===== src/rtl/rsenc_pkg.sv =====
`timescale 1ns / 1ps
`default_nettype none

package rsenc_pkg;

  typedef logic [7:0] gf_sym_t;

  localparam logic REG_FIELD_POLY = 1'b0;
  localparam logic REG_FIRST_ROOT = 1'b1;

  // Multiplication by alpha = 2 with reduction by the low byte of the field polynomial.
  function automatic gf_sym_t gf_xtime(input gf_sym_t a, input gf_sym_t red);
    gf_xtime = a[7] ? ({a[6:0], 1'b0} ^ red) : {a[6:0], 1'b0};
  endfunction

  function automatic gf_sym_t gf_mul(input gf_sym_t a, input gf_sym_t b, input gf_sym_t red);
    gf_sym_t acc;
    gf_sym_t sh;
    acc = '0;
    sh  = a;
    for (int k = 0; k < 8; k++) begin
      if (b[k]) begin
        acc = acc ^ sh;
      end
      sh = gf_xtime(sh, red);
    end
    gf_mul = acc;
  endfunction

endpackage

`default_nettype wire


===== src/rtl/reed_solomon_parity_encoder_t2.sv =====
`timescale 1ns / 1ps
`default_nettype none
// A last item's parity goes to the output register, or to a skid register while that is held.
// Throughput: one item per cycle while the skid register is empty and the sequencer is idle.
// After reset and after each configuration write a sequencer rederives the generator,
// one doubling or one root product per cycle, and no item is accepted meanwhile.
// Reset is synchronous and clears the parity state.
module reed_solomon_parity_encoder_t2
  import rsenc_pkg::*;
(
  input  wire logic        clk,
  input  wire logic        rst_n,
  input  wire logic        cfg_we,
  input  wire logic        cfg_addr,
  input  wire logic [8:0]  cfg_wdata,
  input  wire logic        in_tvalid,
  output logic             in_tready,
  input  wire logic [7:0]  in_tdata,   // data_byte[7:0]
  input  wire logic        in_tlast,   // last
  output logic             out_tvalid,
  input  wire logic        out_tready,
  output logic [31:0]      out_tdata   // parity_0, parity_1, parity_2, parity_3
);

  localparam logic [1:0] ST_RUN = 2'd0;
  localparam logic [1:0] ST_POW = 2'd1;
  localparam logic [1:0] ST_GEN = 2'd2;

  logic [1:0]  state_r, state_nxt;
  logic [7:0]  cnt_r, cnt_nxt;
  logic [1:0]  step_r, step_nxt;
  gf_sym_t     root_r, root_nxt;
  gf_sym_t     red_r, red_nxt;
  logic [7:0]  first_root_r, first_root_nxt;
  gf_sym_t     g0_r, g0_nxt, g1_r, g1_nxt, g2_r, g2_nxt, g3_r, g3_nxt;

  gf_sym_t     p0_r, p1_r, p2_r, p3_r;
  gf_sym_t     p0_nxt, p1_nxt, p2_nxt, p3_nxt;
  gf_sym_t     fb, np0, np1, np2;
  gf_sym_t     rn;

  logic [31:0] out_r, out_nxt, skid_r, skid_nxt;
  logic        out_valid_r, out_valid_nxt, skid_valid_r, skid_valid_nxt;
  logic        in_fire, res, taken;

  assign in_tready  = (state_r == ST_RUN) && !skid_valid_r;
  assign in_fire    = in_tvalid && in_tready;
  assign res        = in_fire && in_tlast;
  assign taken      = out_valid_r && out_tready;
  assign out_tvalid = out_valid_r;
  assign out_tdata  = out_r;

  assign fb  = p0_r ^ in_tdata;
  assign np0 = p1_r ^ gf_mul(fb, g1_r, red_r);
  assign np1 = p2_r ^ gf_mul(fb, g2_r, red_r);
  assign np2 = p3_r ^ gf_mul(fb, g3_r, red_r);

  always_comb begin
    p0_nxt = p0_r;
    p1_nxt = p1_r;
    p2_nxt = p2_r;
    p3_nxt = p3_r;
    if (in_fire) begin
      if (in_tlast) begin
        p0_nxt = '0;
        p1_nxt = '0;
        p2_nxt = '0;
        p3_nxt = '0;
      end else begin
        p0_nxt = np0;
        p1_nxt = np1;
        p2_nxt = np2;
        p3_nxt = fb;
      end
    end
  end

  always_comb begin
    out_nxt        = out_r;
    out_valid_nxt  = out_valid_r;
    skid_nxt       = skid_r;
    skid_valid_nxt = skid_valid_r;
    if (!out_valid_r || taken) begin
      if (skid_valid_r) begin
        out_nxt        = skid_r;
        out_valid_nxt  = 1'b1;
        skid_valid_nxt = 1'b0;
      end else if (res) begin
        out_nxt       = {fb, np2, np1, np0};
        out_valid_nxt = 1'b1;
      end else begin
        out_valid_nxt = 1'b0;
      end
    end else if (res) begin
      skid_nxt       = {fb, np2, np1, np0};
      skid_valid_nxt = 1'b1;
    end
  end

  assign rn = gf_xtime(root_r, red_r);

  always_comb begin
    state_nxt      = state_r;
    cnt_nxt        = cnt_r;
    step_nxt       = step_r;
    root_nxt       = root_r;
    red_nxt        = red_r;
    first_root_nxt = first_root_r;
    g0_nxt         = g0_r;
    g1_nxt         = g1_r;
    g2_nxt         = g2_r;
    g3_nxt         = g3_r;
    case (state_r)
      ST_POW: begin
        if (cnt_r == '0) begin
          g0_nxt    = root_r;
          g1_nxt    = 8'd1;
          g2_nxt    = '0;
          g3_nxt    = '0;
          step_nxt  = '0;
          state_nxt = ST_GEN;
        end else begin
          root_nxt = rn;
          cnt_nxt  = cnt_r - 8'd1;
        end
      end
      ST_GEN: begin
        // Multiply the partial generator by (x + alpha^(b0+step+1)).
        root_nxt = rn;
        g0_nxt   = gf_mul(g0_r, rn, red_r);
        g1_nxt   = g0_r ^ gf_mul(g1_r, rn, red_r);
        if (step_r == 2'd0) begin
          g2_nxt = 8'd1;
        end else begin
          g2_nxt = g1_r ^ gf_mul(g2_r, rn, red_r);
        end
        if (step_r == 2'd1) begin
          g3_nxt = 8'd1;
        end else if (step_r == 2'd2) begin
          g3_nxt = g2_r ^ gf_mul(g3_r, rn, red_r);
        end
        if (step_r == 2'd2) begin
          state_nxt = ST_RUN;
        end else begin
          step_nxt = step_r + 2'd1;
        end
      end
      default: begin
      end
    endcase
    if (cfg_we) begin
      if (cfg_addr == REG_FIELD_POLY) begin
        red_nxt = cfg_wdata[7:0];
        cnt_nxt = first_root_r;
      end else begin
        first_root_nxt = cfg_wdata[7:0];
        cnt_nxt        = cfg_wdata[7:0];
      end
      root_nxt  = 8'd1;
      state_nxt = ST_POW;
    end
  end

  always_ff @(posedge clk) begin
    if (!rst_n) begin
      state_r      <= ST_POW;
      cnt_r        <= '0;
      step_r       <= '0;
      root_r       <= 8'd1;
      red_r        <= 8'h1D;
      first_root_r <= '0;
      p0_r         <= '0;
      p1_r         <= '0;
      p2_r         <= '0;
      p3_r         <= '0;
      out_valid_r  <= 1'b0;
      skid_valid_r <= 1'b0;
    end else begin
      state_r      <= state_nxt;
      cnt_r        <= cnt_nxt;
      step_r       <= step_nxt;
      root_r       <= root_nxt;
      red_r        <= red_nxt;
      first_root_r <= first_root_nxt;
      p0_r         <= p0_nxt;
      p1_r         <= p1_nxt;
      p2_r         <= p2_nxt;
      p3_r         <= p3_nxt;
      out_valid_r  <= out_valid_nxt;
      skid_valid_r <= skid_valid_nxt;
    end
  end

  always_ff @(posedge clk) begin
    g0_r   <= g0_nxt;
    g1_r   <= g1_nxt;
    g2_r   <= g2_nxt;
    g3_r   <= g3_nxt;
    out_r  <= out_nxt;
    skid_r <= skid_nxt;
  end

endmodule

`default_nettype wire


===== config.mk =====
export PLATFORM = sky130hd
export DESIGN_NAME = reed_solomon_parity_encoder_t2
export DESIGN_NICKNAME = d
export VERILOG_FILES = /design/src/rtl/rsenc_pkg.sv /design/src/rtl/reed_solomon_parity_encoder_t2.sv
export SDC_FILE = /design/constraint.sdc
export NUM_CORES = 1
export LEC_CHECK = 0
export ABC_AREA = 1
export BUFFER_PORTS_ARGS = -buffer_cell sky130_fd_sc_hd__buf_2
export CORE_MARGIN = 2
export CORE_UTILIZATION = 45
export CTS_CLUSTER_SIZE = 28
export DETAILED_ROUTE_END_ITERATION = 10
export PLACE_DENSITY = 0.6
export SKIP_LAST_GASP = 1
export SYNTH_ARGS = -nofsm -noshare
export SYNTH_HDL_FRONTEND = slang
export SYNTH_SLANG_ARGS = --single-unit

===== constraint.sdc =====
create_clock -name clk -period 6.5 [get_ports clk]
set_clock_uncertainty 0.15 [all_clocks]
set_input_delay 1.3 -clock clk [delete_from_list [all_inputs] [get_ports clk]]
set_output_delay 1.3 -clock clk [all_outputs]
set_load 0.02 [all_outputs]

==> results.sh, run 1 <==
export IMPL_fmax_ghz=0.190
export IMPL_synth_ff_type="edfxtp_1"
export IMPL_setup_tns_ns=0
export IMPL_rsz0062_at_grt="no"
export IMPL_relSlewSlack=0.304
export IMPL_area_growth_syn_to_layout_pct=6.44
export IMPL_pwr_share_seq=0.154
export IMPL_drive_gt1_frac=0.0896
export IMPL_tritoncts="done"
export IMPL_drv_cap=0
export IMPL_min_path_cells=2
export IMPL_setup_viol=0
export IMPL_cts_buffer_depth=2
export IMPL_synth_edf_count=96
export IMPL_post_drt_via_cell_ratio=5.42
export IMPL_final_nets=3207
export IMPL_power_density_nw_per_um2=498
export IMPL_cts_setup_buffers=0
export IMPL_grt_pass1_wl_mm=110
export IMPL_ant_nets=0
export IMPL_start_kind="primary input"
export IMPL_grt_max_degree=47
export IMPL_critPathCaptureType="register"
export IMPL_outcome="finished, final reports clean"
export IMPL_wl_met1_mm=28.3
export IMPL_ys_ff_latch=166
export IMPL_worst_ep_arrival_time_ns=5.35
export IMPL_timing_worst_slew_pin_value_ns=1.04
export IMPL_antenna_cells=0
export IMPL_track_usage=0.323
export IMPL_synth_top_area_frac=0.219
export IMPL_fp_dieArea_um2=45000
export IMPL_rrSetupSlack_ns=1.54
export IMPL_detailed_place_hpwl_mm=51.5
export IMPL_p_int_w=0.00449
export IMPL_clock_sinks=166
export IMPL_synth_area_leader_cell="nand2_1"
export IMPL_async_flop_share=0
export IMPL_hp_start="first_root_r[4]"
export IMPL_startpoint="in_tdata[7]"
export IMPL_yosysSeqAreaShare=0.220
export IMPL_core_um2=42900
export IMPL_switching_share=0.565
export IMPL_root_buffer="clkbuf_16"
export IMPL_syn_num_nets=3220
export IMPL_yosys_cell_count_top_type="nand2_1"
export IMPL_worst_r2r_path_depth=22
export IMPL_ios=58
export IMPL_power_w=0.0103
export IMPL_crit_fanout=20
export IMPL_ys_types=50
export IMPL_period_share=0.809
export IMPL_cp_required_ns=6.60
export IMPL_top_layer="met4"
export IMPL_dieWidth_um=212
export IMPL_first_pass_iters=6
export IMPL_p_clk_frac=0.106
export IMPL_rr_endpoint="g1_r[4]"
export IMPL_wl_mm=71.7
export IMPL_placementRows=76
export IMPL_route_detailed_drc=0
export IMPL_hp_class="register to register"
export IMPL_peakVddDrop_uv=276
export IMPL_fin_util=0.484
export IMPL_clk_pin_slew_worst_paths_ns=0.07
export IMPL_antenna_found_initial=0
export IMPL_yosys_warnings=0
export IMPL_hold_path_endpoint="first_root_r[4]"
export IMPL_htreeDepth=4
export IMPL_start_util=0.455
export IMPL_met2_length_mm=33.5
export IMPL_post_synth_inst_count=3191
export IMPL_vias=20500
export IMPL_synth_area_um2=19500
export IMPL_r2r_start="g1_r[6]"
export IMPL_hold_viol=0
export IMPL_switchingPower_w=0.00584
export IMPL_portBuffers=56
export IMPL_path_class="primary input to register"
export IMPL_combPwrFrac=0.740
export IMPL_met3_length_mm=5.25
export IMPL_slew_violations=0
export IMPL_power_leakage_nw=9.65
export IMPL_place_congestion=0.931
export IMPL_synth_common_cells="nand2_1, nor2_1, nand3_1, inv_1, xor2_1"
export IMPL_die_y_um=212
export IMPL_grt_pass1_vias=19200
export IMPL_cts_made_buffers=17
export IMPL_clk_latency_ns=0.50
export IMPL_syn_avg_cell_area_um2=6.11
export IMPL_synth_area_leaders="nand2_1, edfxtp_1, xor2_1"
export IMPL_wire_per_inst_um=19.0
export IMPL_cts_resized=0
export IMPL_drt_iter0_markers=1592
export IMPL_overflow=0
export IMPL_hold_buffers=0
export IMPL_fin_crit_ns=5.26
[cell usage in the layout, fill, tap and decap left out, types with 39 or more instances in the layout]
| cell type | n |
|---|---|
| a21oi_1 | 58 |
| buf_2 | 56 |
| buf_4 | 39 |
| dfxtp_1 | 67 |
| edfxtp_1 | 96 |
| inv_1 | 273 |
| nand2_1 | 1139 |
| nand2_2 | 51 |
| nand3_1 | 291 |
| nand3b_1 | 43 |
| nand4_1 | 41 |
| nor2_1 | 312 |
| o21ai_0 | 124 |
| xnor2_1 | 135 |
| xor2_1 | 213 |
[logic make-up (layout without fill, tap and decap cells)]
group | count (synthesis) | after routing | share of synthesized area
buf+inv | 437 | 437 | 0.0963
simple gates | 1952 | 1952 | 0.434
flops | 166 | 166 | 0.220
xor+xnor | 362 | 362 | 0.170
compound gates | 269 | 269 | 0.0766
fa+ha+maj | 5 | 5 | 0.00321
[state kept, by name (all words and copies together), names as in the netlist]
signal        flops
red_r             8
p2_r              8
skid_valid_r      1
g1_r              8
skid_r           32
g2_r              8
step_r            2
p3_r              8
state_r           2
g3_r              8
p0_r              8
out_tdata        32
cnt_r             8
g0_r              8
p1_r              8
root_r            8
out_tvalid        1
first_root_r      8
[per-stage QoR]
step	std cells	setup slack (ns)	hold WS (ns)	area, µm²
2_1_floorplan	3191	1.99	0.303	19500
4_1_cts	3776	1.34	0.332	20800
6_report	3776	1.24	0.332	20800
3_5_place_dp	3744	0.827	0.322	20100
5_1_grt	3776	0.852	0.351	20800
3_3_place_gp	3744	0.921	0.315	20100
[routing by layer]
layer / up-vias / track usage
met2: 840 / 0.553
met5: - / 0
li1: 10000 / -
met4: 0 / 0.187
met3: 223 / 0.0560
met1: 9371 / 0.382
[power by group through the flow]
stage	registers [W]	clock network (W)	logic (W)
4_1_cts	0.00158	0.00112	0.00755
6_report	0.00159	0.00109	0.00765
5_1_grt	0.00159	0.00115	0.00861
3_5_place_dp	0.00160	0	0.00749
2_1_floorplan	0.00141	0	0.00605
3_3_place_gp	0.00160	0	0.00736
[worst max path at each step]
stage                    end  slack [ns]  cells after the start
3_5_place_dp    out_tdata[7]        0.83                     28
3_3_place_gp   out_tdata[23]        0.92                     30
4_1_cts        out_tdata[18]        1.34                     28
6_report        out_tdata[7]        1.24                     28
2_1_floorplan      skid_r[0]        1.99                      3
5_1_grt        out_tdata[18]        0.85                     28
[final cells by class]
cell class,instances,area (µm²)
Clock buffer,17,425
Fill cell,4481,22100
Tap cell,585,732
Sequential cell,166,4290
Clock inverter,15,190
Multi-Input combinational cell,2588,13400
Timing Repair Buffer,95,573
Inverter,310,1160
[critical path: stages]
cell	delay, ns
buf_2	0.11
inv_1	0.06
nand2_1	0.08
nand2_4	0.23
nand2_1	0.08
nand2_1	0.08
nand2_2	0.11
inv_1	0.16
nand2_2	0.09
nand2_2	0.36
nand2_1	0.16
nand2_4	0.12
nand2_4	0.15
nand3_2	0.17
nand2_4	0.14
nor2_2	0.12
nand2_2	0.06
nand2_2	0.36
nand2_1	0.17
nand2_4	0.13
nand2_4	0.15
inv_2	0.23
nand3_1	0.16
nand3_1	0.12
nand2_1	0.09
and2_1	0.18
nand2_1	0.06
nand2_1	0.06
(Power assumes the default switching activity.)
==> inputs of run 2 (changes only) <==
==> constraint.sdc (replaced) <==
create_clock -name clk -period 5.18 [get_ports clk]
set_clock_uncertainty 0.15 [all_clocks]
set_input_delay 1.036 -clock clk [delete_from_list [all_inputs] [get_ports clk]]
set_output_delay 1.036 -clock clk [all_outputs]
set_load 0.02 [all_outputs]
==> run 2 against run 1 <==
First-iteration DRC count up 8.0%. Design area is 0.75% higher. Global-route usage increased by 0.15 points. Sequential share of layout area decreased by 0.15 points. Hold slack barely moved. Cell count up 0.72%. Non-clock buffer count up 27. Sequential power is 18% higher. Clock power increased by 17%. Register-to-register slack worse by 0.84 ns.
==> results.sh, run 2 (synthesis results as in run 1) <==
export IMPL_slew_violations=0
export IMPL_worstPathCellList="buf_4 -> nand2_1 -> xnor2_1 -> xor2_1 -> o21ai_1 -> nand2_1 -> inv_2 -> nand3_1 -> nand2_2 -> inv_2 -> nand3_1 -> nand2_1 -> nand2_1 -> nand2_1 -> inv_1 -> nand3b_1 -> inv_1 -> nor2_1 -> nand2_1 -> nand3_1 -> nand2_1"
export IMPL_worst_r2r_path_depth=21
export IMPL_place_ws_ns=0.381
export IMPL_grt_pass1_wl_mm=110
export IMPL_outcome="finished, final reports clean"
export IMPL_first_pass_iters=7
export IMPL_portBuffers=56
export IMPL_die_y_um=212
export IMPL_peakVddDrop_uv=390
export IMPL_power_density_nw_per_um2=616
export IMPL_fmax_ghz=0.223
export IMPL_slowest_delay_ns=0.97
export IMPL_overflow=0
export IMPL_path_buf_inv=5
export IMPL_hp_start="first_root_r[4]"
export IMPL_drive_gt1_frac=0.0973
export IMPL_startpoint="red_r[5]"
export IMPL_setup_viol=0
export IMPL_cp_required_ns=5.29
export IMPL_dpl_cell_area_um2=20300
export IMPL_core_um2=42900
export IMPL_clk_pin_slew_worst_paths_ns=0.07
export IMPL_cts_made_buffers=17
export IMPL_cp_endpoint="g0_r[2]"
export IMPL_final_nets=3234
export IMPL_rrSetupSlack_ns=0.70
export IMPL_clock_sinks=166
export IMPL_layout_common_cells="nand2_1, nor2_1, nand3_1"
export IMPL_cts_resized=0
export IMPL_hp_class="register to register"
export IMPL_path_class="register to register"
export IMPL_relSlewSlack=0.288
export IMPL_fin_crit_ns=4.48
export IMPL_htreeDepth=4
export IMPL_timing_worst_slew_pin_value_ns=1.07
export IMPL_drv_cap=0
export IMPL_final_design_area_no_fill_um2=20900
export IMPL_fp_dieArea_um2=45000
export IMPL_grt_max_degree=47
export IMPL_layout_commonest_cell="nand2_1"
export IMPL_antenna_found_initial=1
export IMPL_wire_per_inst_um=18.8
export IMPL_ios=58
export IMPL_detailed_place_hpwl_mm=52.2
export IMPL_hold_viol=0
export IMPL_dieWidth_um=212
export IMPL_period_share=0.864
export IMPL_tritoncts="done"
export IMPL_cts_buffer_depth=2
export IMPL_cp_top_family="simple AND/OR/NAND/NOR gates"
export IMPL_critPathCaptureType="register"
export IMPL_crit_top_cell="nand2_1"
export IMPL_drt_iter0_markers=1720
export IMPL_route_detailed_drc=0
export IMPL_place_congestion=0.971
export IMPL_power_w=0.0129
export IMPL_rr_endpoint="g0_r[2]"
export IMPL_cp_depth=21
export IMPL_setup_slack_ns=0.702
export IMPL_min_path_cells=2
export IMPL_setup_tns_ns=0
export IMPL_placementRows=76
export IMPL_power_leakage_nw=9.75
export IMPL_cts_setup_buffers=0
export IMPL_crit_fanout=11
export IMPL_root_buffer="clkbuf_16"
export IMPL_clk_latency_ns=0.51
export IMPL_slowest_stage="dfxtp_1"
export IMPL_grt_pass1_vias=19500
export IMPL_area_growth_syn_to_layout_pct=7.24
export IMPL_worst_ep_arrival_time_ns=4.59
export IMPL_ant_nets=0
export IMPL_track_usage=0.325
export IMPL_rsz0062_at_grt="no"
export IMPL_vias=20600
export IMPL_r2r_start="red_r[5]"
export IMPL_antenna_cells=0
export IMPL_post_drt_via_cell_ratio=5.42
export IMPL_hold_buffers=0
export IMPL_wl_mm=71.5
export IMPL_whs_ns=0.332
export IMPL_start_util=0.455
export IMPL_start_kind="register"
run 2: cell count changes in the layout (fill, tap and decap cells not counted):
cell | previous run | this run
inv_8 | 3 | 1
buf_4 | 39 | 66
nor2_4 | 5 | 6
clkinv_1 | 8 | 7
nor2_2 | 5 | 4
bufinv_16 | 2 | 0
inv_6 | 3 | 7
clkinv_2 | 0 | 1
clkbuf_1 | 0 | 1
clkinv_4 | 3 | 1
clkinvlp_4 | 1 | 2
run 2: final cells by class:
cell class / count / area (µm²)
Fill cell: 4512 / 22000
Tap cell: 585 / 732
Sequential cell: 166 / 4290
Multi-Input combinational cell: 2588 / 13400
Timing Repair Buffer: 122 / 776
Clock inverter: 14 / 134
Clock buffer: 18 / 429
Inverter: 310 / 1160
run 2: through the flow:
step / util / std cells
finish: 0.488 / 3803
global route: 0.488 / 3803
CTS: 0.488 / 3803
detailed placement: 0.474 / 3771
global placement: 0.474 / 3771
floorplan: - / 3191
run 2: worst min-delay path by stage:
stage                                  to  slack [ns]
after floorplan                   p1_r[1]        0.30
after global placement    first_root_r[6]        0.31
after global routing              p0_r[5]        0.35
after CTS                 first_root_r[4]        0.34
final                     first_root_r[4]        0.33
after detailed placement  first_root_r[4]        0.32
run 2: worst min-delay path, stage by stage, from the launching register on:
cell and delay, ns:
dfxtp_1 0.30, inv_1 0.06, o22ai_1 0.08
run 2: per-layer routing:
layer,share of wire,wire [µm],vias to the layer above,global-route usage
met2,0.46,32600,834,0.538
li1,-,-,10100,-
met4,0.068,4900,2,0.203
met3,0.077,5540,254,0.0672
met1,0.40,28500,9451,0.385
met5,0.00020,14,-,0
run 2: where the power goes:
part           internal [W]  switching [W]
Sequential          0.00167       0.000196
Combinational       0.00330        0.00643
Clock              0.000631       0.000643
